`src/design/jsu_pkg.sv`:
```
// Package for the JSON string unescaper: decode modes, status codes,
// character codes, the burst record and the UTF-8 encoding helpers.
// No dependencies.
`timescale 1ns / 1ps

package jsu_pkg;

  // Burst queue between the decoder and the result port
  localparam int QDEPTH = 4;
  localparam int QAW    = $clog2(QDEPTH);
  localparam int QCW    = $clog2(QDEPTH + 1);
  localparam int MAXB   = 6;  // most bytes one input can cause

  typedef enum logic [2:0] {
    MODE_NORMAL,
    MODE_ESC,
    MODE_HEX1,
    MODE_PEND,
    MODE_PEND_ESC,
    MODE_HEX2
  } mode_t;

  typedef enum logic [1:0] {
    ST_RUN,
    ST_CLOSED,
    ST_UNTERM
  } status_t;

  localparam logic [7:0] CH_QUOTE  = 8'h22;
  localparam logic [7:0] CH_BSLASH = 8'h5C;
  localparam logic [7:0] CH_LC_U   = 8'h75;
  localparam logic [7:0] CH_LC_N   = 8'h6E;
  localparam logic [7:0] CH_LC_R   = 8'h72;
  localparam logic [7:0] CH_LC_T   = 8'h74;
  localparam logic [7:0] CH_LC_B   = 8'h62;
  localparam logic [7:0] CH_LC_F   = 8'h66;
  localparam logic [7:0] CH_ZERO   = 8'h30;
  localparam logic [7:0] CH_NINE   = 8'h39;
  localparam logic [7:0] CH_LC_A   = 8'h61;
  localparam logic [7:0] CH_LC_FHI = 8'h66;
  localparam logic [7:0] CH_UC_A   = 8'h41;
  localparam logic [7:0] CH_UC_F   = 8'h46;

  localparam logic [7:0] CTL_LF = 8'h0A;
  localparam logic [7:0] CTL_CR = 8'h0D;
  localparam logic [7:0] CTL_HT = 8'h09;
  localparam logic [7:0] CTL_BS = 8'h08;
  localparam logic [7:0] CTL_FF = 8'h0C;

  localparam logic [15:0] SURR_HI_MIN = 16'hD800;
  localparam logic [15:0] SURR_HI_MAX = 16'hDBFF;
  localparam logic [15:0] SURR_LO_MIN = 16'hDC00;
  localparam logic [15:0] SURR_LO_MAX = 16'hDFFF;
  localparam logic [20:0] SUPP_BASE   = 21'h10000;

  // One code point (or raw byte) as up to four bytes, first byte in [0]
  typedef struct packed {
    logic [3:0][7:0] bytes;
    logic [2:0]      len;
  } enc_t;

  // All results of one input item
  typedef struct packed {
    logic [MAXB-1:0][7:0] bytes;
    logic [2:0]           len;
    status_t              status;
  } burst_t;

  function automatic enc_t enc_raw(input logic [7:0] b);
    enc_t e;
    e = '0;
    e.bytes[0] = b;
    e.len = 3'd1;
    return e;
  endfunction

  function automatic enc_t enc_cp(input logic [20:0] cp);
    enc_t e;
    e = '0;
    if (cp < 21'h80) begin
      e.bytes[0] = cp[7:0];
      e.len = 3'd1;
    end else if (cp < 21'h800) begin
      e.bytes[0] = {3'b110, cp[10:6]};
      e.bytes[1] = {2'b10, cp[5:0]};
      e.len = 3'd2;
    end else if (cp < 21'h10000) begin
      e.bytes[0] = {4'b1110, cp[15:12]};
      e.bytes[1] = {2'b10, cp[11:6]};
      e.bytes[2] = {2'b10, cp[5:0]};
      e.len = 3'd3;
    end else begin
      e.bytes[0] = {5'b11110, cp[20:18]};
      e.bytes[1] = {2'b10, cp[17:12]};
      e.bytes[2] = {2'b10, cp[11:6]};
      e.bytes[3] = {2'b10, cp[5:0]};
      e.len = 3'd4;
    end
    return e;
  endfunction

  // {is_digit, value}
  function automatic logic [4:0] hex_digit(input logic [7:0] b);
    logic [4:0] r;
    r = '0;
    if (b >= CH_ZERO && b <= CH_NINE) begin
      r = {1'b1, 4'(b - CH_ZERO)};
    end else if (b >= CH_LC_A && b <= CH_LC_FHI) begin
      r = {1'b1, 4'(b - CH_LC_A + 8'd10)};
    end else if (b >= CH_UC_A && b <= CH_UC_F) begin
      r = {1'b1, 4'(b - CH_UC_A + 8'd10)};
    end
    return r;
  endfunction

  // Byte that a backslash escape stands for (not \u)
  function automatic logic [7:0] esc_map(input logic [7:0] b);
    logic [7:0] r;
    r = b;
    case (b)
      CH_LC_N: r = CTL_LF;
      CH_LC_R: r = CTL_CR;
      CH_LC_T: r = CTL_HT;
      CH_LC_B: r = CTL_BS;
      CH_LC_F: r = CTL_FF;
      default: r = b;
    endcase
    return r;
  endfunction

  function automatic logic is_high_surr(input logic [15:0] v);
    return (v >= SURR_HI_MIN) && (v <= SURR_HI_MAX);
  endfunction

  function automatic logic is_low_surr(input logic [15:0] v);
    return (v >= SURR_LO_MIN) && (v <= SURR_LO_MAX);
  endfunction

endpackage

```
`src/design/jsu_in_if.sv`:
```
// Input channel of the JSON string unescaper: valid/ready plus one text byte.
// Depends on nothing.
`timescale 1ns / 1ps

interface jsu_in_if;
  logic       valid;
  logic       ready;
  logic [7:0] in_byte;
  logic       end_of_buffer;

  modport source (output valid, output in_byte, output end_of_buffer, input ready);
  modport sink (input valid, input in_byte, input end_of_buffer, output ready);
endinterface

```
`src/design/jsu_out_if.sv`:
```
// Result channel of the JSON string unescaper: valid/ready plus one result.
// Depends on jsu_pkg for the status type.
`timescale 1ns / 1ps

interface jsu_out_if;
  logic             valid;
  logic             ready;
  logic [7:0]       out_byte;
  logic             byte_valid;
  jsu_pkg::status_t status;
  logic             last_of_run;

  modport source (output valid, output out_byte, output byte_valid, output status,
                  output last_of_run, input ready);
  modport sink (input valid, input out_byte, input byte_valid, input status,
                input last_of_run, output ready);
endinterface

```
`src/design/json_string_unescape_utf8.sv`:
```
// JSON string body unescaper with UTF-8 output. Feed the bytes that follow the
// opening quote on in_ch; decoded bytes come out on out_ch, one per request,
// with last_of_run marking the final result of each input byte and status set
// on the result that closes the string (quote or end of buffer). One input
// byte is taken per cycle; its results are queued on acceptance and drain at
// one per cycle while out_ch.ready is high. An input byte causes up to six
// results (a broken surrogate pair), so a 4-entry burst queue sits between
// the decoder and the output; in_ch.ready drops only while that queue is
// full. After the string closes, input is accepted and dropped until reset.
// Depends on jsu_pkg, jsu_in_if and jsu_out_if.
`timescale 1ns / 1ps

module json_string_unescape_utf8 (
  input  logic          clk,
  input  logic          rst_n,
  jsu_in_if.sink        in_ch,
  jsu_out_if.source     out_ch
);
  import jsu_pkg::*;

  // decoder state
  mode_t       mode_r, mode_nxt;
  logic [15:0] acc_r, acc_nxt;
  logic [2:0]  cnt_r, cnt_nxt;
  logic        stop_r, stop_nxt;
  logic [15:0] pend_r, pend_nxt;
  logic        fin_r, fin_nxt;

  // burst queue
  burst_t          q_r [QDEPTH];
  logic [QAW-1:0]  wr_ptr_r, rd_ptr_r;
  logic [QCW-1:0]  qcnt_r;
  logic [2:0]      idx_r;

  logic        in_acc, out_acc, push, pop, last;
  logic [4:0]  hd;
  logic [15:0] hacc;
  logic        hstop, hdone;
  logic [20:0] pair_cp;
  enc_t        ua, ub;
  logic        ua_v, ub_v;
  status_t     st;
  burst_t      burst;
  burst_t      head;

  assign in_acc  = in_ch.valid && in_ch.ready;
  assign out_acc = out_ch.valid && out_ch.ready;

  // hex group step
  assign hd      = hex_digit(in_ch.in_byte);
  assign hacc    = (!stop_r && hd[4]) ? {acc_r[11:0], hd[3:0]} : acc_r;
  assign hstop   = stop_r | ~hd[4];
  assign hdone   = (cnt_r == 3'd3);
  assign pair_cp = SUPP_BASE + {1'b0, pend_r[9:0], hacc[9:0]};

  always_comb begin
    mode_nxt = mode_r;
    acc_nxt  = acc_r;
    cnt_nxt  = cnt_r;
    stop_nxt = stop_r;
    pend_nxt = pend_r;
    fin_nxt  = fin_r;
    ua   = '0;
    ub   = '0;
    ua_v = 1'b0;
    ub_v = 1'b0;
    st   = ST_RUN;
    if (!fin_r) begin
      unique case (mode_r)
        MODE_ESC: begin
          mode_nxt = MODE_NORMAL;
          if (in_ch.in_byte == CH_LC_U) begin
            mode_nxt = MODE_HEX1;
            acc_nxt  = '0;
            cnt_nxt  = '0;
            stop_nxt = 1'b0;
          end else begin
            ua   = enc_raw(esc_map(in_ch.in_byte));
            ua_v = 1'b1;
          end
        end
        MODE_HEX1: begin
          acc_nxt  = hacc;
          stop_nxt = hstop;
          cnt_nxt  = cnt_r + 3'd1;
          if (hdone) begin
            if (is_high_surr(hacc)) begin
              pend_nxt = hacc;
              mode_nxt = MODE_PEND;
            end else begin
              ua       = enc_cp({5'b0, hacc});
              ua_v     = 1'b1;
              mode_nxt = MODE_NORMAL;
            end
          end
        end
        MODE_PEND: begin
          if (in_ch.in_byte == CH_BSLASH) begin
            mode_nxt = MODE_PEND_ESC;
          end else begin
            ua       = enc_cp({5'b0, pend_r});
            ua_v     = 1'b1;
            mode_nxt = MODE_NORMAL;
            if (in_ch.in_byte == CH_QUOTE) begin
              st = ST_CLOSED;
            end else begin
              ub   = enc_raw(in_ch.in_byte);
              ub_v = 1'b1;
            end
          end
        end
        MODE_PEND_ESC: begin
          if (in_ch.in_byte == CH_LC_U) begin
            mode_nxt = MODE_HEX2;
            acc_nxt  = '0;
            cnt_nxt  = '0;
            stop_nxt = 1'b0;
          end else begin
            ua       = enc_cp({5'b0, pend_r});
            ua_v     = 1'b1;
            ub       = enc_raw(esc_map(in_ch.in_byte));
            ub_v     = 1'b1;
            mode_nxt = MODE_NORMAL;
          end
        end
        MODE_HEX2: begin
          acc_nxt  = hacc;
          stop_nxt = hstop;
          cnt_nxt  = cnt_r + 3'd1;
          if (hdone) begin
            if (is_low_surr(hacc)) begin
              ua       = enc_cp(pair_cp);
              ua_v     = 1'b1;
              mode_nxt = MODE_NORMAL;
            end else begin
              ua   = enc_cp({5'b0, pend_r});
              ua_v = 1'b1;
              if (is_high_surr(hacc)) begin
                pend_nxt = hacc;
                mode_nxt = MODE_PEND;
              end else begin
                ub       = enc_cp({5'b0, hacc});
                ub_v     = 1'b1;
                mode_nxt = MODE_NORMAL;
              end
            end
          end
        end
        default: begin
          mode_nxt = MODE_NORMAL;
          if (in_ch.in_byte == CH_QUOTE) begin
            st = ST_CLOSED;
          end else if (in_ch.in_byte == CH_BSLASH) begin
            mode_nxt = MODE_ESC;
          end else begin
            ua   = enc_raw(in_ch.in_byte);
            ua_v = 1'b1;
          end
        end
      endcase

      // end of buffer flushes a held high surrogate
      if (st == ST_RUN && in_ch.end_of_buffer) begin
        if (mode_nxt == MODE_PEND || mode_nxt == MODE_PEND_ESC ||
            mode_nxt == MODE_HEX2) begin
          if (!ua_v) begin
            ua   = enc_cp({5'b0, pend_nxt});
            ua_v = 1'b1;
          end else begin
            ub   = enc_cp({5'b0, pend_nxt});
            ub_v = 1'b1;
          end
        end
        st = ST_UNTERM;
      end
      if (st != ST_RUN) begin
        fin_nxt  = 1'b1;
        mode_nxt = MODE_NORMAL;
      end
    end
  end

  // pack both pieces into one burst
  always_comb begin
    logic [2:0] la, lb, iv, jv;
    la = ua_v ? ua.len : 3'd0;
    lb = ub_v ? ub.len : 3'd0;
    burst        = '0;
    burst.len    = la + lb;
    burst.status = st;
    for (int i = 0; i < MAXB; i++) begin
      iv = 3'(i);
      jv = iv - la;
      if (iv < la) begin
        burst.bytes[i] = ua.bytes[iv[1:0]];
      end else if (jv < lb) begin
        burst.bytes[i] = ub.bytes[jv[1:0]];
      end
    end
  end

  assign push = in_acc && !fin_r && (burst.len != 3'd0 || st != ST_RUN);

  always_ff @(posedge clk) begin
    if (!rst_n) begin
      mode_r <= MODE_NORMAL;
      acc_r  <= '0;
      cnt_r  <= '0;
      stop_r <= 1'b0;
      pend_r <= '0;
      fin_r  <= 1'b0;
    end else if (in_acc) begin
      mode_r <= mode_nxt;
      acc_r  <= acc_nxt;
      cnt_r  <= cnt_nxt;
      stop_r <= stop_nxt;
      pend_r <= pend_nxt;
      fin_r  <= fin_nxt;
    end
  end

  always_ff @(posedge clk) begin
    if (push) begin
      q_r[wr_ptr_r] <= burst;
    end
  end

  // result side: walk the head burst one byte per request
  assign head = q_r[rd_ptr_r];
  assign last = (head.len == 3'd0) || (idx_r == head.len - 3'd1);
  assign pop  = out_acc && last;

  assign in_ch.ready        = (qcnt_r != QCW'(QDEPTH));
  assign out_ch.valid       = (qcnt_r != '0);
  assign out_ch.byte_valid  = (head.len != 3'd0);
  assign out_ch.out_byte    = (head.len != 3'd0) ? head.bytes[idx_r] : 8'h00;
  assign out_ch.status      = last ? head.status : ST_RUN;
  assign out_ch.last_of_run = last;

  always_ff @(posedge clk) begin
    if (!rst_n) begin
      wr_ptr_r <= '0;
      rd_ptr_r <= '0;
      qcnt_r   <= '0;
      idx_r    <= '0;
    end else begin
      if (push) begin
        wr_ptr_r <= wr_ptr_r + QAW'(1);
      end
      if (pop) begin
        rd_ptr_r <= rd_ptr_r + QAW'(1);
      end
      qcnt_r <= qcnt_r + QCW'(push) - QCW'(pop);
      if (out_acc) begin
        idx_r <= last ? 3'd0 : idx_r + 3'd1;
      end
    end
  end

endmodule

```
`src/flat_wrapper.sv`:
```
// flat-port wrapper written by rule: the top's interface ports become plain ports
module json_string_unescape_utf8_flat import jsu_pkg::*;
  (clk, rst_n, in_ch_valid, in_ch_in_byte, in_ch_end_of_buffer, in_ch_ready, out_ch_valid, out_ch_out_byte, out_ch_byte_valid, out_ch_status, out_ch_last_of_run, out_ch_ready);
  jsu_in_if in_ch_i ();
  jsu_out_if out_ch_i ();
  input  logic clk;
  input  logic rst_n;
  input wire logic [$bits(in_ch_i.valid)-1:0] in_ch_valid;
  input wire logic [$bits(in_ch_i.in_byte)-1:0] in_ch_in_byte;
  input wire logic [$bits(in_ch_i.end_of_buffer)-1:0] in_ch_end_of_buffer;
  output wire logic [$bits(in_ch_i.ready)-1:0] in_ch_ready;
  output wire logic [$bits(out_ch_i.valid)-1:0] out_ch_valid;
  output wire logic [$bits(out_ch_i.out_byte)-1:0] out_ch_out_byte;
  output wire logic [$bits(out_ch_i.byte_valid)-1:0] out_ch_byte_valid;
  output wire logic [$bits(out_ch_i.status)-1:0] out_ch_status;
  output wire logic [$bits(out_ch_i.last_of_run)-1:0] out_ch_last_of_run;
  input wire logic [$bits(out_ch_i.ready)-1:0] out_ch_ready;
  assign in_ch_i.valid = in_ch_valid;
  assign in_ch_i.in_byte = in_ch_in_byte;
  assign in_ch_i.end_of_buffer = in_ch_end_of_buffer;
  assign in_ch_ready = in_ch_i.ready;
  assign out_ch_valid = out_ch_i.valid;
  assign out_ch_out_byte = out_ch_i.out_byte;
  assign out_ch_byte_valid = out_ch_i.byte_valid;
  assign out_ch_status = out_ch_i.status;
  assign out_ch_last_of_run = out_ch_i.last_of_run;
  assign out_ch_i.ready = out_ch_ready;
  json_string_unescape_utf8 u_core (.clk(clk), .rst_n(rst_n), .in_ch(in_ch_i), .out_ch(out_ch_i));
endmodule
```
`config.mk`:
```
export PLATFORM = sky130hd
export DESIGN_NAME = json_string_unescape_utf8_flat
export DESIGN_NICKNAME = d
export VERILOG_FILES = /design/src/design/jsu_pkg.sv /design/src/design/jsu_in_if.sv /design/src/design/jsu_out_if.sv /design/src/design/json_string_unescape_utf8.sv /design/src/flat_wrapper.sv
export SDC_FILE = /design/constraint.sdc
export NUM_CORES = 1
export LEC_CHECK = 0
export BUFFER_PORTS_ARGS = -buffer_cell sky130_fd_sc_hd__buf_4
export CORE_MARGIN = 3
export CORE_UTILIZATION = 48
export CTS_CLUSTER_DIAMETER = 30
export CTS_CLUSTER_SIZE = 8
export DETAILED_ROUTE_END_ITERATION = 8
export GPL_TIMING_DRIVEN = 1
export HOLD_SLACK_MARGIN = 0.15
export MAX_ROUTING_LAYER = met4
export PLACE_DENSITY = 0.67
export SLEW_MARGIN = 10
export SYNTH_ARGS = -nofsm -noshare
export SYNTH_HDL_FRONTEND = slang
export SYNTH_SLANG_ARGS = --single-unit
```
`constraint.sdc`:
```
create_clock -name clk -period 6.8 [get_ports clk]
set_input_delay 0 -clock clk [delete_from_list [all_inputs] [get_ports clk]]
set_output_delay 0 -clock clk [all_outputs]
set_load 0.02 [all_outputs]
```
# After elaboration in Yosys (flattened, before gate mapping)
# Memory sizes are Yosys's and may differ from the RTL's. A register that Yosys moved wholly into a read port is not among the register bits.
# Cells that the tools add are included.
[word_totals]
regBits = 50
ram_bits = 212
inputBits = 13
output_inout_bits = 14
wordCells = 294
mem_count = 1
[classes]
add_sub_neg = 20
magnitude_cmp = 38
n_eq_ne = 20
n_mux = 171
n_bitwise = 3
reduce_logical = 31
[mem_list]
columns = ["memory", "depth", "width", "rd", "rd_ports_with_merged_regs", "write_ports", "line_no", "text"]
rows = [
  ["u_core.q_r", 4, 53, 1, 1, 1, "json_string_unescape_utf8.sv:30", "burst_t q_r [QDEPTH];"],
]
[ops]
columns = ["op", "n"]
rows = [
  ["two-way mux 35 bit", 19],
  ["two-way mux 27 bit", 24],
  ["two-way mux 16 bit", 14],
  ["two-way mux 8 bit", 27],
  ["one-hot mux 35 bit (5 select lines)", 1],
  ["two-way mux 19 bit", 6],
  ["two-way mux 11 bit", 10],
  ["one-hot mux 35 bit (3 select lines)", 1],
  ["binary-select mux 8 bit (select 2 bit)", 6],
  ["one-hot mux 16 bit (2 select lines)", 2],
  ["equality test 8 x 7 -> 1 bit, second input constant", 7],
  ["< comparator 16 x 12 -> 1 bit, second input constant", 3],
  ["< comparator 16 x 8 -> 1 bit, second input constant", 3],
  ["one-hot mux 8 bit (5 select lines)", 1],
  ["two-way mux 3 bit", 11],
  ["greater-or-equal comparator 16 bit, second input constant", 2],
  ["<= comparator 16 bit, second input constant", 2],
  ["two-way mux 1 bit", 25],
  ["two-way mux 25 bit", 1],
  ["binary-select mux 8 bit (select 3 bit)", 1],
  ["two-way mux 24 bit", 1],
  ["two-way mux 2 bit", 11],
  ["adder 17 x 20 -> 21 bit, first input constant", 1],
  ["< comparator 21 x 12 -> 1 bit, second input constant", 1],
  ["other kinds (51)", 103],
]

# Depth between registers and ports, before layout
[depth]
ltp_word = 32
mapped_depth = 24
depth_no_buf = 19

# Worst setup path before layout
# OpenSTA, ideal clock, no wires.
[synth_path]
kind = "reg2reg"
start = "reg u_core.acc_r[11]"
end = "mem u_core.q_r[0][0] in the netlist's numbering, enable pin"
setup_time_ns = 0.416
t_arrival_ns = 5.158
required_ns = 6.384
setup_slack_ns = 1.226
stages_incl_launch_ff = 18
path_buffers = 4
period_less_slack_ns = 5.574
path_cell_list = "dfxtp_1 clkbuf_1 nand2_1 nor4bb_1 and2_1 a211oi_1 or3b_1 nand4_2 o211a_1 buf_6 nor2_4 buf_6 buf_2 ha_1 fa_1 xnor2_1 o21a_1 and2_1"
[synth_lines]
columns = ["element", "line_no", "text"]
rows = [
  ["from (decl)", "json_string_unescape_utf8.sv:23", "logic [15:0] acc_r, acc_nxt;"],
  ["from (signal assigned)", "json_string_unescape_utf8.sv:214", "acc_r <= acc_nxt;"],
  ["to (decl)", "json_string_unescape_utf8.sv:30", ""],
]

==> run metrics <==
Yosys top cell area share=41.1%; Synth Cell Area=15,500 sq um; post-placement cell count=1,794; final count of hold timing violations=0; first-pass iteration count of the detailed router=6; hold path depth=4; vias=12,800; GRT Total Usage=32.0%; Clock Skews=18.4 ps; Cell Chain, Critical Path=nor3b_1 > buf_4 > a21o_1 > and3_1 > a21boi_0 > o211ai_1 > nor2_1 > o21ai_1 > nand2_1 > ha_1 > ha_1 > a21oi_1 > nand4_1 > o32ai_1; IO Port Bufs=26; final core occ=57.4%; path depth of the worst reg2reg path=14; Tcrit/Tclk final=85.2%; clock slew at reported path FFs=50 ps; largest area contributor in the netlist=edfxtp_1; sw power=1490 uW; worst hold-check slack=190 ps; # rows=65; Pwr per Cell Area=305 nW/um^2; Worst Setup End Kind=flop; worst vdd ir=0.224 mV; worst r2r src=u_core.mode_r[0]; vias in the first global route=12,500; CP max-delay cell=dfxtp_1; Clock power frac=47.0%; syn_nets=1,450; Worst EP required=7070 ps; worst setup path end=u_core.q_r[0][7]; largest net degree at the start of global routing=54; min setup slack post-route=1010 ps; Post-synth ARST share=0%; antenna cells=0; die area=34,500 sq um; max-cap violations=0; initial drt markers=1,510; RSZ-0062 raised after global routing=false; drt drc=0; Root Buffer=clkbuf_16; CP Max Fanout=25; Finished Layout Cells=1,900; run status=finished, final reports clean; count of cell types in the netlist=100; post-synthesis sequential area ratio=47.8%; number of synthesized flops with an enable pin=212; routed wire length per instance=28.0 um; die width=186 um; Area Growth Syn to Fin=17.4%; CP dominant cell by count=ha_1; critical path arrival=6060 ps; Hold WC Path Type=in -> reg; worst-case clock buffer depth=3; antenna violations before repair=0; Worst-Skew Late Latency=570 ps; Combinational Power Share=18.0%; Main synth FF type=edfxtp_1; Die H=186 um; routability cong.=1.06; CTS tree=built; flop-to-flop setup slack=1010 ps; postcts setup bufs=0; Internal Pwr Total=4060 uW; antenna-violating nets left=0; # nets final=1,500; Synth area leaders=edfxtp_1, mux4_2, dfxtp_1, nor2_1, a21oi_1; routed wire length=53.2 mm; Post-DP HPWL=38.4 mm; Tmin final=5790 ps; slew margin rel.=25.4%; Reg power frac=35.0%; Crit. Startpoint=u_core.mode_r[0]; max-slew violation count=0; Fmax=173 MHz; Slew @ Worst Pin=1090 ps; share of cells above drive strength 1=20.2%; Seq cells post-synth=264; Vias/cell=6.76; startpoint types=flop; setup TNS=0 ps; switching share of power=26.8%; initial core utilization=48.8%; Remaining Overflow, GRT=0; CTS Sinks=264; first-pass GRT wire length=80.6 mm; CP Class=reg -> reg; cell count after synthesis=1,405; Syn Area/Cell=11.0 sq um; Core Region=31,700 sq um; Setup WS pre-CTS=1130 ps; Final Setup Violations=0; P_leak=0.00623 uW; total CTS buffers=55; H-tree lvl count=2; YS warnings=0; Critical R2R Capture=u_core.q_r[0][7]; Worst path max stage delay=840 ps; total I/O pin count=27
-- synthesized netlist by cell type (23+ instances only) --
master and instances:
a211oi_1 25, a21oi_1 87, clkbuf_1 72, dfxtp_1 52, edfxtp_1 212, ha_1 30
inv_1 31, mux2_2 23, mux2i_1 37, mux4_2 61, nand2_1 84, nand3_1 36
nor2_1 158, nor3_1 49, o21ai_0 59
-- metrics by stage --
stage	power (uW)	area [sq um]
after floorplan	2630	15500
final	5550	18200
after global placement	2950	16300
after detailed placement	2960	16300
after global routing	5770	18200
after CTS	5600	18200
-- power groups by stage --
stage / clock network (uW) / registers (uW) / logic, uW
after floorplan: 0 / 1940 / 688
after global placement: 0 / 1960 / 985
after detailed placement: 0 / 1970 / 989
after CTS: 2650 / 1940 / 1000
after global routing: 2740 / 1950 / 1080
final: 2610 / 1940 / 999
-- area by class of cell --
cell class / count / area, sq um
flip-flops and latches: 264 / 7410
multi-input cells: 1007 / 7540
inverters: 36 / 135
well taps: 402 / 503
clock inverters: 34 / 395
repair buffers: 91 / 748
clock buffers: 66 / 1460
fillers: 2621 / 13500
-- kinds of logic (layout without fill, tap and decap cells) --
family / after synthesis / in the layout / synth area share, %
buffers and inverters: 134 / 227 / 3.57
adder cells (fa/ha/maj): 32 / 32 / 2.68
flip-flops: 264 / 264 / 47.8
AO/OA/AOI/OAI: 390 / 390 / 17.9
XOR/XNOR: 13 / 13 / 0.735
multiplexers: 122 / 122 / 13.0
AND/OR/NAND/NOR: 450 / 450 / 14.3
-- layout by cell type (no fill, tap or decap), types with 9 or more instances in the layout --
cell type and instances:
nand2b_1 13, dfxtp_1 50, o22ai_1 21, o21ai_0 58
edfxtp_1 212, clkbuf_16 56, xnor2_1 9, nor4_1 9
nor3_1 49, a22oi_1 19, nand3_1 36, ha_1 30
a211oi_1 25, o211ai_1 19, a21oi_1 87, nand4_1 13
nand2_1 84, mux2_2 23, o221ai_1 9, a221oi_1 14
and3_1 12, mux2i_1 37, inv_1 31, clkinv_1 9
nor2b_1 14, or2_2 10, buf_4 81, mux4_2 61
nor2_1 158, a31oi_1 13
-- critical path: cells and delay by family (launching register included) --
family	cells	cell delay, ps
AO/OA/AOI/OAI	6	2300
adder cells (fa/ha/maj)	2	940
buffers and inverters	1	200
flip-flops	1	840
AND/OR/NAND/NOR	5	1190
-- repair_timing --
item | CTS | global route
endpoints found under the setup margin | 0 | 0
hold endpoints to repair | 28 | 0
resized for setup | 0 | 0
hold buffers | 6 | 0
-- worst min path at each step --
stage                           from          endpoint  slack (ps)
floorplan                      rst_n  u_core.qcnt_r[0]         120
global placement               rst_n  u_core.qcnt_r[1]         260
detailed placement             rst_n  u_core.qcnt_r[0]         260
CTS                 in_ch_in_byte[4]     u_core.stop_r         170
global route        in_ch_in_byte[6]  u_core.q_r[3][0]         230
finish              in_ch_in_byte[4]     u_core.stop_r         190
-- per-layer routing --
layer  vias to the layer above  share of wire [%]  track usage, %
li1                       5651                  -               -
met1                      6393                 42            41.9
met2                       643                 47            50.5
met3                       162                6.6            5.14
met4                         0                4.6            12.8
met5                         -                  0               -
-- sequential cells by signal (all words and copies together), names as in the netlist, named ones only --
name,count
u_core.acc_r,16
u_core.cnt_r,3
u_core.fin_r,1
u_core.idx_r,3
u_core.mode_r,3
u_core.pend_r,16
u_core.q_r,212
u_core.qcnt_r,3
u_core.rd_ptr_r,2
u_core.stop_r,1
u_core.wr_ptr_r,2
Power figures use the tool's default switching activity.
